File: src/rtl/core/merge_sort_engine_assert.svh
// Assertion macros shared by the merge sort engine RTL.
// Needs signals clk and arst_n in the scope where a macro is used.
`ifndef MERGE_SORT_ENGINE_ASSERT_SVH
`define MERGE_SORT_ENGINE_ASSERT_SVH

`ifndef NO_ASSERTIONS
`define MSE_ASSERT(lbl, prop, msg) \
	lbl: assert property (@(posedge clk) disable iff (!arst_n) prop) else $error(msg);
`define MSE_ASSERT_NEXT(lbl, ante, cons, msg) \
	`MSE_ASSERT(lbl, (ante) |=> (cons), msg)
`else
`define MSE_ASSERT(lbl, prop, msg)
`define MSE_ASSERT_NEXT(lbl, ante, cons, msg)
`endif

`endif

File: src/rtl/core/mse_pkg.sv
// Types and constants of the merge sort engine.
// No dependencies; used by mse_mem, mse_seq and merge_sort_engine.
package mse_pkg;

	localparam int DATA_W = 32;

	typedef logic signed [DATA_W-1:0] word_t;

	// Result beat handed from the sequencer to the output register.
	typedef struct packed {
		logic  valid;
		word_t value;
		logic  last;
	} emit_t;

endpackage

File: src/rtl/core/mse_seq.sv
// Sequencer of the merge sort engine: loads a set, runs bottom-up merge passes
// between two memory banks and reads the sorted set out. Depends on mse_pkg.
`include "merge_sort_engine_assert.svh"

module mse_seq #(
	parameter int MAX_ELEMENTS = 64
) (
	input  logic                              clk,
	input  logic                              arst_n,
	input  logic                              in_valid,
	output logic                              in_ready,
	input  mse_pkg::word_t                    in_value,
	input  logic                              in_last,
	output mse_pkg::emit_t                    emit,
	input  logic                              out_free,
	output logic                              wr_en,
	output logic [$clog2(MAX_ELEMENTS):0]     wr_addr,
	output mse_pkg::word_t                    wr_data,
	output logic [$clog2(MAX_ELEMENTS):0]     rd_addr_a,
	output logic [$clog2(MAX_ELEMENTS):0]     rd_addr_b,
	input  mse_pkg::word_t                    rd_data_a,
	input  mse_pkg::word_t                    rd_data_b
);
	import mse_pkg::*;

	localparam int AW = $clog2(MAX_ELEMENTS);
	localparam int CW = $clog2(MAX_ELEMENTS + 1);
	localparam int SW = CW + 2;
	localparam logic [CW-1:0] MAX_CNT = CW'(MAX_ELEMENTS);

	localparam logic [2:0] ST_LOAD = 3'd0;
	localparam logic [2:0] ST_PASS = 3'd1;
	localparam logic [2:0] ST_RUN  = 3'd2;
	localparam logic [2:0] ST_RD   = 3'd3;
	localparam logic [2:0] ST_MG   = 3'd4;
	localparam logic [2:0] ST_ORD  = 3'd5;
	localparam logic [2:0] ST_OWT  = 3'd6;

	logic [2:0]    state_q;
	logic [CW-1:0] n_q;
	logic [CW-1:0] i_q;
	logic [SW-1:0] width_q;
	logic [SW-1:0] lo_q;
	logic [SW-1:0] mid_q;
	logic [SW-1:0] hi_q;
	logic [SW-1:0] l_q;
	logic [SW-1:0] r_q;
	logic [SW-1:0] k_q;
	logic          src_q;

	logic [SW-1:0] n_ext;
	logic [SW-1:0] mid_sum;
	logic [SW-1:0] hi_sum;
	logic [SW-1:0] mid_c;
	logic [SW-1:0] hi_c;
	logic [SW-1:0] k_next;
	logic          take_left;
	logic          last_c;
	logic          store_ok;

	assign n_ext     = SW'(n_q);
	assign mid_sum   = lo_q + width_q;
	assign hi_sum    = lo_q + (width_q << 1);
	assign mid_c     = (mid_sum > n_ext) ? n_ext : mid_sum;
	assign hi_c      = (hi_sum > n_ext) ? n_ext : hi_sum;
	assign k_next    = k_q + SW'(1);
	assign take_left = (l_q < mid_q) && ((r_q >= hi_q) || (rd_data_a <= rd_data_b));
	assign last_c    = (i_q + CW'(1)) == n_q;
	assign store_ok  = n_q != MAX_CNT;

	assign in_ready = state_q == ST_LOAD;

	assign emit.valid = (state_q == ST_OWT) && out_free;
	assign emit.value = rd_data_a;
	assign emit.last  = last_c;

	always_comb begin
		wr_en   = 1'b0;
		wr_addr = {1'b0, n_q[AW-1:0]};
		wr_data = in_value;
		if (state_q == ST_LOAD) begin
			wr_en = in_valid && store_ok;
		end else if (state_q == ST_MG) begin
			wr_en   = 1'b1;
			wr_addr = {~src_q, k_q[AW-1:0]};
			wr_data = take_left ? rd_data_a : rd_data_b;
		end
	end

	always_comb begin
		rd_addr_b = {src_q, r_q[AW-1:0]};
		if ((state_q == ST_ORD) || (state_q == ST_OWT)) begin
			rd_addr_a = {src_q, i_q[AW-1:0]};
		end else begin
			rd_addr_a = {src_q, l_q[AW-1:0]};
		end
	end

	always_ff @(posedge clk or negedge arst_n) begin
		if (!arst_n) begin
			state_q <= ST_LOAD;
			n_q     <= '0;
			i_q     <= '0;
			width_q <= '0;
			lo_q    <= '0;
			mid_q   <= '0;
			hi_q    <= '0;
			l_q     <= '0;
			r_q     <= '0;
			k_q     <= '0;
			src_q   <= 1'b0;
		end else begin
			case (state_q)
				ST_LOAD: begin
					if (in_valid) begin
						if (store_ok) begin
							n_q <= n_q + CW'(1);
						end
						if (in_last) begin
							src_q   <= 1'b0;
							width_q <= SW'(1);
							state_q <= ST_PASS;
						end
					end
				end
				ST_PASS: begin
					if (width_q >= n_ext) begin
						i_q     <= '0;
						state_q <= ST_ORD;
					end else begin
						lo_q    <= '0;
						state_q <= ST_RUN;
					end
				end
				ST_RUN: begin
					if (lo_q >= n_ext) begin
						src_q   <= ~src_q;
						width_q <= width_q << 1;
						state_q <= ST_PASS;
					end else begin
						l_q     <= lo_q;
						r_q     <= mid_c;
						k_q     <= lo_q;
						mid_q   <= mid_c;
						hi_q    <= hi_c;
						state_q <= ST_RD;
					end
				end
				ST_RD: begin
					state_q <= ST_MG;
				end
				ST_MG: begin
					if (take_left) begin
						l_q <= l_q + SW'(1);
					end else begin
						r_q <= r_q + SW'(1);
					end
					k_q <= k_next;
					if (k_next == hi_q) begin
						lo_q    <= hi_q;
						state_q <= ST_RUN;
					end else begin
						state_q <= ST_RD;
					end
				end
				ST_ORD: begin
					state_q <= ST_OWT;
				end
				ST_OWT: begin
					if (out_free) begin
						i_q <= i_q + CW'(1);
						if (last_c) begin
							n_q     <= '0;
							state_q <= ST_LOAD;
						end else begin
							state_q <= ST_ORD;
						end
					end
				end
				default: begin
					state_q <= ST_LOAD;
				end
			endcase
		end
	end

	`MSE_ASSERT(a_count_bound, n_q <= MAX_CNT, "element count above capacity")
	`MSE_ASSERT(a_merge_in_run, (state_q == ST_MG) |-> ((k_q < hi_q) && ((l_q < mid_q) || (r_q < hi_q))), "merge step outside its run")
	`MSE_ASSERT_NEXT(a_set_done, emit.valid && emit.last, (n_q == '0) && (state_q == ST_LOAD), "set not cleared after last beat")

endmodule

File: config.mk
export PLATFORM = sky130hd
export DESIGN_NAME = mse_seq
export DESIGN_NICKNAME = d
export VERILOG_FILES = /design/src/rtl/core/mse_pkg.sv /design/src/rtl/core/mse_seq.sv
export VERILOG_INCLUDE_DIRS = /design/src /design/src/rtl/core
export SDC_FILE = /design/constraint.sdc
export NUM_CORES = 1
export LEC_CHECK = 0
export CAP_MARGIN = 20
export CORE_MARGIN = 2
export CORE_UTILIZATION = 40
export CTS_CLUSTER_DIAMETER = 80
export DETAILED_ROUTE_END_ITERATION = 12
export DONT_BUFFER_PORTS = 1
export PLACE_DENSITY = 0.53
export REMOVE_ABC_BUFFERS = 1
export SLEW_MARGIN = 40
export SYNTH_ARGS = -nofsm -noshare
export SYNTH_HDL_FRONTEND = slang
export SYNTH_SLANG_ARGS = --single-unit
File: constraint.sdc
create_clock -name clk -period 3.4 [get_ports clk]
set_input_delay 0.34 -clock clk [delete_from_list [all_inputs] [get_ports clk]]
set_output_delay 0.34 -clock clk [all_outputs]
set_load 0.005 [all_outputs]
==> reports/qor.txt, run 1 <==
Area Growth Syn to Fin - 12.2%
via count - 7,131
DR WL/cell - 20.2 µm
Setup crit end - wr_data[26]
RSZ-0062 raised after global routing - yes
register area share after synthesis - 25.8%
Die ar. - 20,800 µm²
ys flop type - dfrtp_1
Post-DP HPWL - 19.2 mm
DRC viols - 0
top cells by count, synth - ha_1, nand2_1, o21ai_0
max capacitance violation total - 0
reg2reg start - width_q[0]
slew margin rel. - 59.4%
total wire length - 25.2 mm
routability cong. - 0.829
clock latency on the worst-skew pair - 0.35 ns
Max H-tree Level - 3
TritonCTS clock tree - built
placed insts - 1,212
first-pass GRT wire length - 37.5 mm
port bufs - 0
number of synthesized flops with an enable pin - 0
final hold violation count - 0
multi-input combinational cell area - 5150 µm²
yosys warns - 0
vias in the first global route - 6,746
Root Driver - clkbuf_16
vias per cell - 5.72
Static Leak - 4.05 nW
fill count - 1,995
outcome - finished clean
leading area contributor after synthesis - dfrtp_1
worst ir drop on vdd - 0.748 mV
CP Max Fanout - 13
crit end category - output port
worst reg2reg endpoint - r_q[5]
Synth top area share - 25.8%
Initial Util - 40.6%
final core occ - 45.6%
layout cells sized above 1 - 13.4%
Gate Count Post-Synth - 979
reg2reg path depth - 14
most common cell in the netlist - ha_1
critical path startpoint - mid_q[1]
final setup fails - 0
FP Rows - 51
final hold slack - 0.134 ns
post-layout net count - 1,177
Critical Path AT - 2.95 ns
Final Non-Filler Cells - 1,246
Startpoint Class - flop
clk buf depth - 2
Mapped Area - 7850 µm²
Distinct cells, synth - 71
# IOs - 190
Die W - 144 µm
Pwr Total - 8.92 mW
antenna violations before repair - 0
Slew @ Worst Pin - 0.606 ns
minimum clock period after layout - 3.29 ns
Setup CP Type - flop to output port
async set-reset flop share out of synthesis - 100%
n_diodes - 0
Synth area leaders - dfrtp_1, ha_1, o21ai_0
remaining antenna violation count - 0
Avg Inst Size Synth - 8.02 µm²
worst hold path type - input port to flop
largest net degree at the start of global routing - 83
initial detailed-routing violation count - 356
Worst EP required - 3.06 ns
core box area - 19,300 µm²
TritonCTS Buffers - 9
R2R setup slack - 0.20 ns
Achievable Freq - 0.304 GHz
Clk pin slew, worst setup/hold paths - 0.06 ns
Sink Count - 81
total grt overflow - 0
Die Y - 144 µm
Tcrit/Tclk final - 96.7%
Synth Register Bits - 81
clk_skew - 0.0111 ns
Register Area - 2030 µm²
GR Util All Layers - 23.8%
Power per Cell Area - 1010 nW/µm²
DRT Pass-1 Iters - 4
Slew Limit Fails - 0
cells in the final DEF, fill, tap and decap left out, types with 8 or more instances in the layout:
master / synthesis / final
a211oi_1: 9 / 8
a21o_1: 8 / 8
a21oi_1: 82 / 80
a22o_1: 18 / 18
and3_1: 13 / 13
buf_4: 42 / 58
clkbuf_16: 0 / 12
dfrtp_1: 81 / 76
ha_1: 97 / 95
inv_1: 77 / 75
mux2_2: 8 / 8
mux2i_1: 8 / 8
nand2_1: 89 / 88
nand2b_1: 8 / 8
nand3_1: 35 / 34
nand4_1: 19 / 19
nor2_1: 48 / 48
nor2b_1: 8 / 8
nor3_1: 46 / 45
o21ai_0: 85 / 82
o31ai_1: 9 / 8
xnor2_1: 32 / 31
xor2_1: 12 / 11
worst max-delay path: stages (launching register included):
cell and delay [ns]:
dfrtp_1 0.37, inv_2 0.09, ha_4 0.20, o21ai_1 0.12, a21oi_1 0.06, o31ai_2 0.26, buf_4 0.18, nand3_4 0.08
a2111oi_4 0.35, or2_4 0.22, buf_12 0.15, buf_4 0.14, a21oi_1 0.06, o21ai_0 0.30
flip-flops by register name, indices dropped and copies added (netlist names):
signal / cells
hi_q: 9
i_q: 7
k_q: 9
l_q: 9
lo_q: 9
mid_q: 9
n_q: 7
r_q: 9
src_q: 1
state_q: 3
width_q: 9
metrics by stage:
| step | setup slack, ns | setup TNS, ns | cell area (µm²) |
|---|---|---|---|
| floorplan | -0.993 | -42.20 | 7360 |
| global placement | 0.184 | 0 | 8160 |
| detailed placement | 0.133 | 0 | 8160 |
| CTS | 0.0486 | 0 | 8530 |
| global route | -0.0375 | -0.246 | 8810 |
| finish | 0.111 | 0 | 8810 |
report_power, final:
group | leakage (nW) | total (mW) | internal (mW) | switching (mW)
Sequential | 1.04 | 1.69 | 1.26 | 0.431
Clock | 0.149 | 1.04 | 0.639 | 0.400
Combinational | 2.86 | 6.19 | 2.76 | 3.43
area by class of cell:
type / instances / area share, %
clock buffers: 10 / 2.60
clock inverters: 5 / 0.923
inverters: 77 / 3.28
multi-input cells: 736 / 58.4
flip-flops and latches: 81 / 23.1
well taps: 265 / 3.76
repair buffers: 72 / 7.94
metal layers:
metal / wire [µm] / vias to the layer above / global-route usage (%)
li1: - / 3494 / -
met1: 10800 / 3388 / 29.5
met2: 12400 / 205 / 40.9
met3: 1220 / 44 / 3.97
met4: 777 / 0 / 9.96
met5: 0 / - / 0
cells by family after synthesis:
family                   share of synthesized area (%)
buffers and inverters                             9.99
XOR/XNOR                                          4.91
AND/OR/NAND/NOR                                   18.9
AO/OA/AOI/OAI                                     22.3
flip-flops                                        25.8
adder cells (fa/ha/maj)                           16.0
multiplexers                                      2.17
worst min-delay path by stage:
stage                       endpoint  depth (start not counted)  slack, ns     start
after floorplan              hi_q[0]                          0       0.04    arst_n
after global placement        n_q[3]                          0       0.05    arst_n
after detailed placement       src_q                          0       0.05    arst_n
after CTS                 state_q[1]                          1       0.13  out_free
after global routing      state_q[1]                          1       0.13  out_free
final                     state_q[1]                          1       0.13  out_free
timing repair:
action                                  4_1_cts  5_1_grt
gates cloned                                  0        4
hold buffers                                  2        0
buffers inserted                              1       13
endpoints found under the setup margin       24       35
endpoints found under the hold margin        81        0
gates resized for setup                       2       24
pin swaps                                     2       11
Note: power is estimated with default switching activity, not from simulation.
==> run 2, diff against run 1 <==
Settings changed: CELL_PAD_IN_SITES_DETAIL_PLACEMENT set to 1, CELL_PAD_IN_SITES_GLOBAL_PLACEMENT set to 2, CORE_UTILIZATION 40 to 38, PLACE_DENSITY 0.53 to 0.81, SLEW_MARGIN 40 to 5.
==> reports/qor.txt, run 2 (synthesized netlist as in run 1, its figures left out) <==
layout cells sized above 1 - 13.3% (-0.088 points)
final hold slack - 0.134 ns (+0.000147 ns)
total wire length - 27.1 mm (+7.4%)
Pwr Total - 8.93 mW (+0.12%)
slew margin rel. - 38.9% (-21 points)
vias in the first global route - 7,295 (+8.1%)
CP Max Fanout - 8 (-5)
FP Rows - 52 (+2.0%)
Initial Util - 38.8% (-1.8 points)
Slew @ Worst Pin - 0.911 ns (+0.304 ns)
Critical Path AT - 2.96 ns (about the same)
Slowest Stage Delay on Critical Path - 0.46 ns (+0.09 ns)
Post-DP HPWL - 20.9 mm (+8.7%)
clock latency on the worst-skew pair - 0.35 ns (about the same)
Worst EP required - 3.06 ns (about the same)
Startpoint Class - flop
DRT Pass-1 Iters - 4 (unchanged)
first-pass GRT wire length - 41.1 mm (+9.7%)
core box area - 20,200 µm² (+4.7%)
TritonCTS Buffers - 9 (unchanged)
Tcrit/Tclk final - 97.1% (+0.35 points)
outcome - finished clean
clk_skew - 0.00906 ns (-0.00208 ns)
Setup TNS - 0 ns (unchanged)
Crit. path cell count - 11 (-2)
DR WL/cell - 21.6 µm (+7.0%)
via count - 7,243 (+1.6%)
Achievable Freq - 0.303 GHz (-0.36%)
critical path buffer and inverter count - 2 (-2)
Area Growth Syn to Fin - 11.8%
most common cell after layout, fill and taps aside - ha_1
Static Leak - 4.03 nW (-0.48%)
Root Driver - clkbuf_16
Max H-tree Level - 3 (unchanged)
port bufs - 0 (unchanged)
hold depth - 2 (+1)
Die ar. - 21,800 µm² (+5.1%)
Slew Limit Fails - 0 (unchanged)
fill count - 2,444 (+23%)
R2R setup slack - 0.18 ns (-0.02 ns)
clk buf depth - 2 (unchanged)
max capacitance violation total - 0 (unchanged)
crit-path leading delay family - compound AO/OA/AOI/OAI gates
worst hold path type - input port to flop
crit end category - output port
Setup CP Type - flop to output port
largest net degree at the start of global routing - 82 (-1.2%)
GR Util All Layers - 24.2% (+0.42 points)
antenna violations before repair - 0 (unchanged)
crit-path most repeated cell - a21oi_1
Place WS - 0.165 ns (+0.0314 ns)
worst ir drop on vdd - 0.547 mV (-27%)
crit path max-delay cell type - dfrtp_1
commonest non-fill, non-tap cells in the layout - ha_1, nand2_1, a21oi_1, o21ai_0, dfrtp_1
Sink Count - 81 (unchanged)
initial detailed-routing violation count - 283 (-21%)
TritonCTS clock tree - built
Die Y - 148 µm (+2.5%)
post-layout net count - 1,175 (-0.17%)
final setup fails - 0 (unchanged)
total grt overflow - 0 (unchanged)
Clk pin slew, worst setup/hold paths - 0.07 ns (about the same)
minimum clock period after layout - 3.30 ns (+0.0120 ns)
n_diodes - 0 (unchanged)
crit path cell chain - ha_1, nand2b_1, a211o_1, a21oi_1, o21a_1, o22ai_4, or2_4, clkbuf_16, a21oi_1, o21ai_1, buf_4
Power per Cell Area - 1020 nW/µm² (+0.42%)
routability cong. - 0.824 (-0.63%)
DRC viols - 0 (unchanged)
Die W - 148 µm (+2.5%)
reg2reg path depth - 15 (+1)
# IOs - 190 (unchanged)
setup slack after layout - 0.0987 ns (-0.0120 ns)
final hold violation count - 0 (unchanged)
remaining antenna violation count - 0 (unchanged)
vias per cell - 5.79 (+1.2%)
-- run 2: cell count changes in the layout (fill, tap and decap cells not counted), moves of 2 or more --
cell	change
clkbuf_16	+2
o21ai_1	+2
dfrtp_2	-2
bufinv_16	-2
dfrtp_1	+2
nor3_1	-3
o21ai_0	-3
nor3_2	+3
buf_4	-3
-- run 2: timing repair --
item                                    4_1_cts  5_1_grt
setup buffers                                 0        7
cloned                                        0        6
endpoints found under the setup margin       16       25
hold endpoints to repair                     81        0
resized for setup                             3       24
pin swaps                                     1        9
hold buffers                                  2        0
-- run 2: layout make-up --
cell class / instances / area (µm²) / area share, %
Clock buffer: 9 / 225 / 2.56
Clock inverter: 7 / 55.1 / 0.627
Inverter: 77 / 289 / 3.29
Multi-Input combinational cell: 736 / 5140 / 58.5
Sequential cell: 81 / 2030 / 23.1
Tap cell: 270 / 338 / 3.85
Timing Repair Buffer: 70 / 703 / 8.01
-- run 2: worst paths after layout --
check | end | startpoint
max in group asynchronous | hi_q[4] | arst_n
min in group asynchronous | state_q[0] | arst_n
setup reg to reg | r_q[4] | width_q[1]
hold reg to reg | mid_q[7] | mid_q[7]
setup / recovery | wr_data[31] | hi_q[0]
hold / removal | n_q[4] | in_valid
-- run 2: report_power, final --
part           switching, mW  leakage, nW  internal (mW)
Combinational           3.55         2.85           2.73
Clock                  0.438        0.138          0.502
Sequential             0.451         1.04           1.26
Total                   4.44         4.03           4.50
-- run 2: layer usage --
metal	track usage, %	wire [µm]
met4	6.78	752
met5	0	0
met1	29.9	11400
met3	3.61	1300
met2	43.7	13600
-- run 2: metrics by stage --
stage	cell area (µm²)	std cells	util, %
2_1_floorplan	7360	894	-
3_3_place_gp	8200	1219	40.5
3_5_place_dp	8200	1219	40.5
4_1_cts	8520	1237	42.1
5_1_grt	8780	1250	43.4
6_report	8780	1250	43.4
==> run 3, diff against run 2 <==
Settings changed: GPL_TIMING_DRIVEN set to 0, REMOVE_ABC_BUFFERS 1 to not set, SLEW_MARGIN 5 to not set.
==> reports/qor.txt, run 3 (synthesized netlist as in run 1, its figures left out) <==
outcome - finished clean
GR Util All Layers - 25.0% (+0.79 points)
final setup fails - 0 (unchanged)
Die Y - 148 µm (unchanged)
via count - 7,392 (+2.1%)
Initial Util - 38.8% (unchanged)
Startpoint Class - flop
Slew Limit Fails - 0 (unchanged)
Post-DP HPWL - 21.5 mm (+3.2%)
total wire length - 27.6 mm (+2.0%)
routability cong. - 0.846 (+2.6%)
Clk pin slew, worst setup/hold paths - 0.07 ns (about the same)
port bufs - 0 (unchanged)
layout cells sized above 1 - 13.8% (+0.58 points)
Register Area - 2040 µm² (+0.25%)
CP Max Fanout - 8 (unchanged)
Slew @ Worst Pin - 1.06 ns (+0.147 ns)
clock latency on the worst-skew pair - 0.36 ns (about the same)
fill count - 2,474 (+1.2%)
clk buf depth - 2 (unchanged)
Setup CP Type - flop to flop
TritonCTS Buffers - 9 (unchanged)
Power per Cell Area - 987 nW/µm² (-3.0%)
Worst EP required - 3.61 ns (+0.55 ns)
commonest non-fill, non-tap cells in the layout - ha_1, nand2_1, a21oi_1
DR WL/cell - 21.6 µm (about the same)
Die W - 148 µm (unchanged)
slew margin rel. - 29.1% (-9.8 points)
most common cell after layout, fill and taps aside - ha_1
crit end category - flop
first-pass GRT wire length - 42.4 mm (+3.0%)
remaining antenna violation count - 0 (unchanged)
# IOs - 190 (unchanged)
TritonCTS clock tree - built
post-layout net count - 1,199 (+2.0%)
worst hold path type - input port to flop
Tcrit/Tclk final - 97.2% (+0.098 points)
Area Growth Syn to Fin - 12.0%
FP Rows - 52 (unchanged)
Max H-tree Level - 3 (unchanged)
RSZ-0062 raised after global routing - yes
total grt overflow - 0 (unchanged)
Critical Path AT - 3.51 ns (+0.55 ns)
Mapped Nets - 1,179
antenna violations before repair - 0 (unchanged)
Sink Count - 81 (unchanged)
DRC viols - 0 (unchanged)
Root Driver - clkbuf_16
core box area - 20,200 µm² (unchanged)
final hold slack - 0.118 ns (-0.0160 ns)
Final Cell Area - 8800 µm² (+0.19%)
clk_skew - 0.0114 ns (+0.00238 ns)
n_diodes - 0 (unchanged)
vias in the first global route - 7,473 (+2.4%)
largest net degree at the start of global routing - 82 (unchanged)
max capacitance violation total - 0 (unchanged)
DRT Pass-1 Iters - 4 (unchanged)
final hold violation count - 0 (unchanged)
initial detailed-routing violation count - 405 (+43%)
Die ar. - 21,800 µm² (unchanged)
placed cell areas - 8190 µm² (about the same)
minimum clock period after layout - 3.30 ns (+0.00333 ns)
worst ir drop on vdd - 0.984 mV (+80%)
vias per cell - 5.80 (+0.13%)
Setup TNS - 0 ns (unchanged)
Achievable Freq - 0.303 GHz (-0.10%)
multi-input combinational cell area - 5180 µm² (+0.71%)
Static Leak - 4.06 nW (+0.69%)
## run 3: cell types whose count changed in the layout (fill, tap and decap cells not counted), moves of 3 or more
| cell | delta |
|---|---|
| clkbuf_4 | +3 |
| buf_6 | +4 |
| clkbuf_1 | +17 |
| clkbuf_2 | +3 |
| dfrtp_1 | -4 |
| buf_12 | -4 |
| buf_2 | +4 |
| o21ai_1 | +3 |
| dfrtp_2 | +4 |
| o21ai_0 | -3 |
| nor3_2 | -4 |
| clkbuf_16 | -5 |
## run 3: area by class of cell
class | instances | area share (%)
clock inverters | 7 | 0.697
plain buffers | 81 | 6.09
repair buffers | 13 | 1.55
well taps | 270 | 3.84
flip-flops and latches | 81 | 23.1
clock buffers | 9 | 2.56
multi-input cells | 736 | 58.9
inverters | 77 | 3.28
## run 3: final timing paths
path                             from    endpoint  slack, ns  depth (start not counted)
hold / removal               out_free  state_q[1]       0.12                          1
hold reg to reg              mid_q[7]    mid_q[7]       0.50                          2
setup reg to reg           width_q[0]      r_q[4]        0.1                         14
min in group asynchronous      arst_n       src_q       0.52                          2
setup / recovery           width_q[0]      r_q[4]        0.1                         14
max in group asynchronous      arst_n      l_q[6]       2.48                          2
## run 3: stage by stage
stage	std cells	setup WS [ns]	util, %	total power [mW]
finish	1274	0.0953	43.5	8.68
global route	1274	-0.0459	43.5	9.44
CTS	1268	-0.0599	42.6	8.33
detailed placement	1249	-0.690	40.5	6.98
global placement	1249	-0.625	40.5	6.88
floorplan	979	0.364	-	5.40
## run 3: routing by layer
layer	wire length, µm	part of all wire, %	global-route usage (%)	up-vias
met3	1350	4.9	2.96	23
met1	11600	42	31.0	3650
met2	14100	51	45.9	189
met5	0	0	0	-
li1	-	-	-	3530
met4	485	1.8	6.39	0
## run 3: what timing repair did
item	in CTS	in global routing
hold buffers	2	0
gates resized for setup	24	59
pin swaps	3	16
setup endpoints to repair	73	72
endpoints found under the hold margin	81	0
gates cloned	0	0
setup buffers	3	8
## run 3: critical path: stages (launching register included)
cell,delay (ns)
dfrtp_2,0.45
ha_4,0.18
fa_2,0.41
a21oi_2,0.18
o211ai_1,0.15
nor2_2,0.18
xnor2_2,0.10
ha_1,0.30
nand4_1,0.07
o22a_1,0.17
a211oi_2,0.26
buf_4,0.23
nor3_4,0.05
a31oi_2,0.26
o221ai_1,0.17
## run 3: where the power goes
group | switching (mW) | internal, mW
Clock | 0.470 | 0.511
Combinational | 3.55 | 2.46
Sequential | 0.430 | 1.26
Total | 4.45 | 4.23
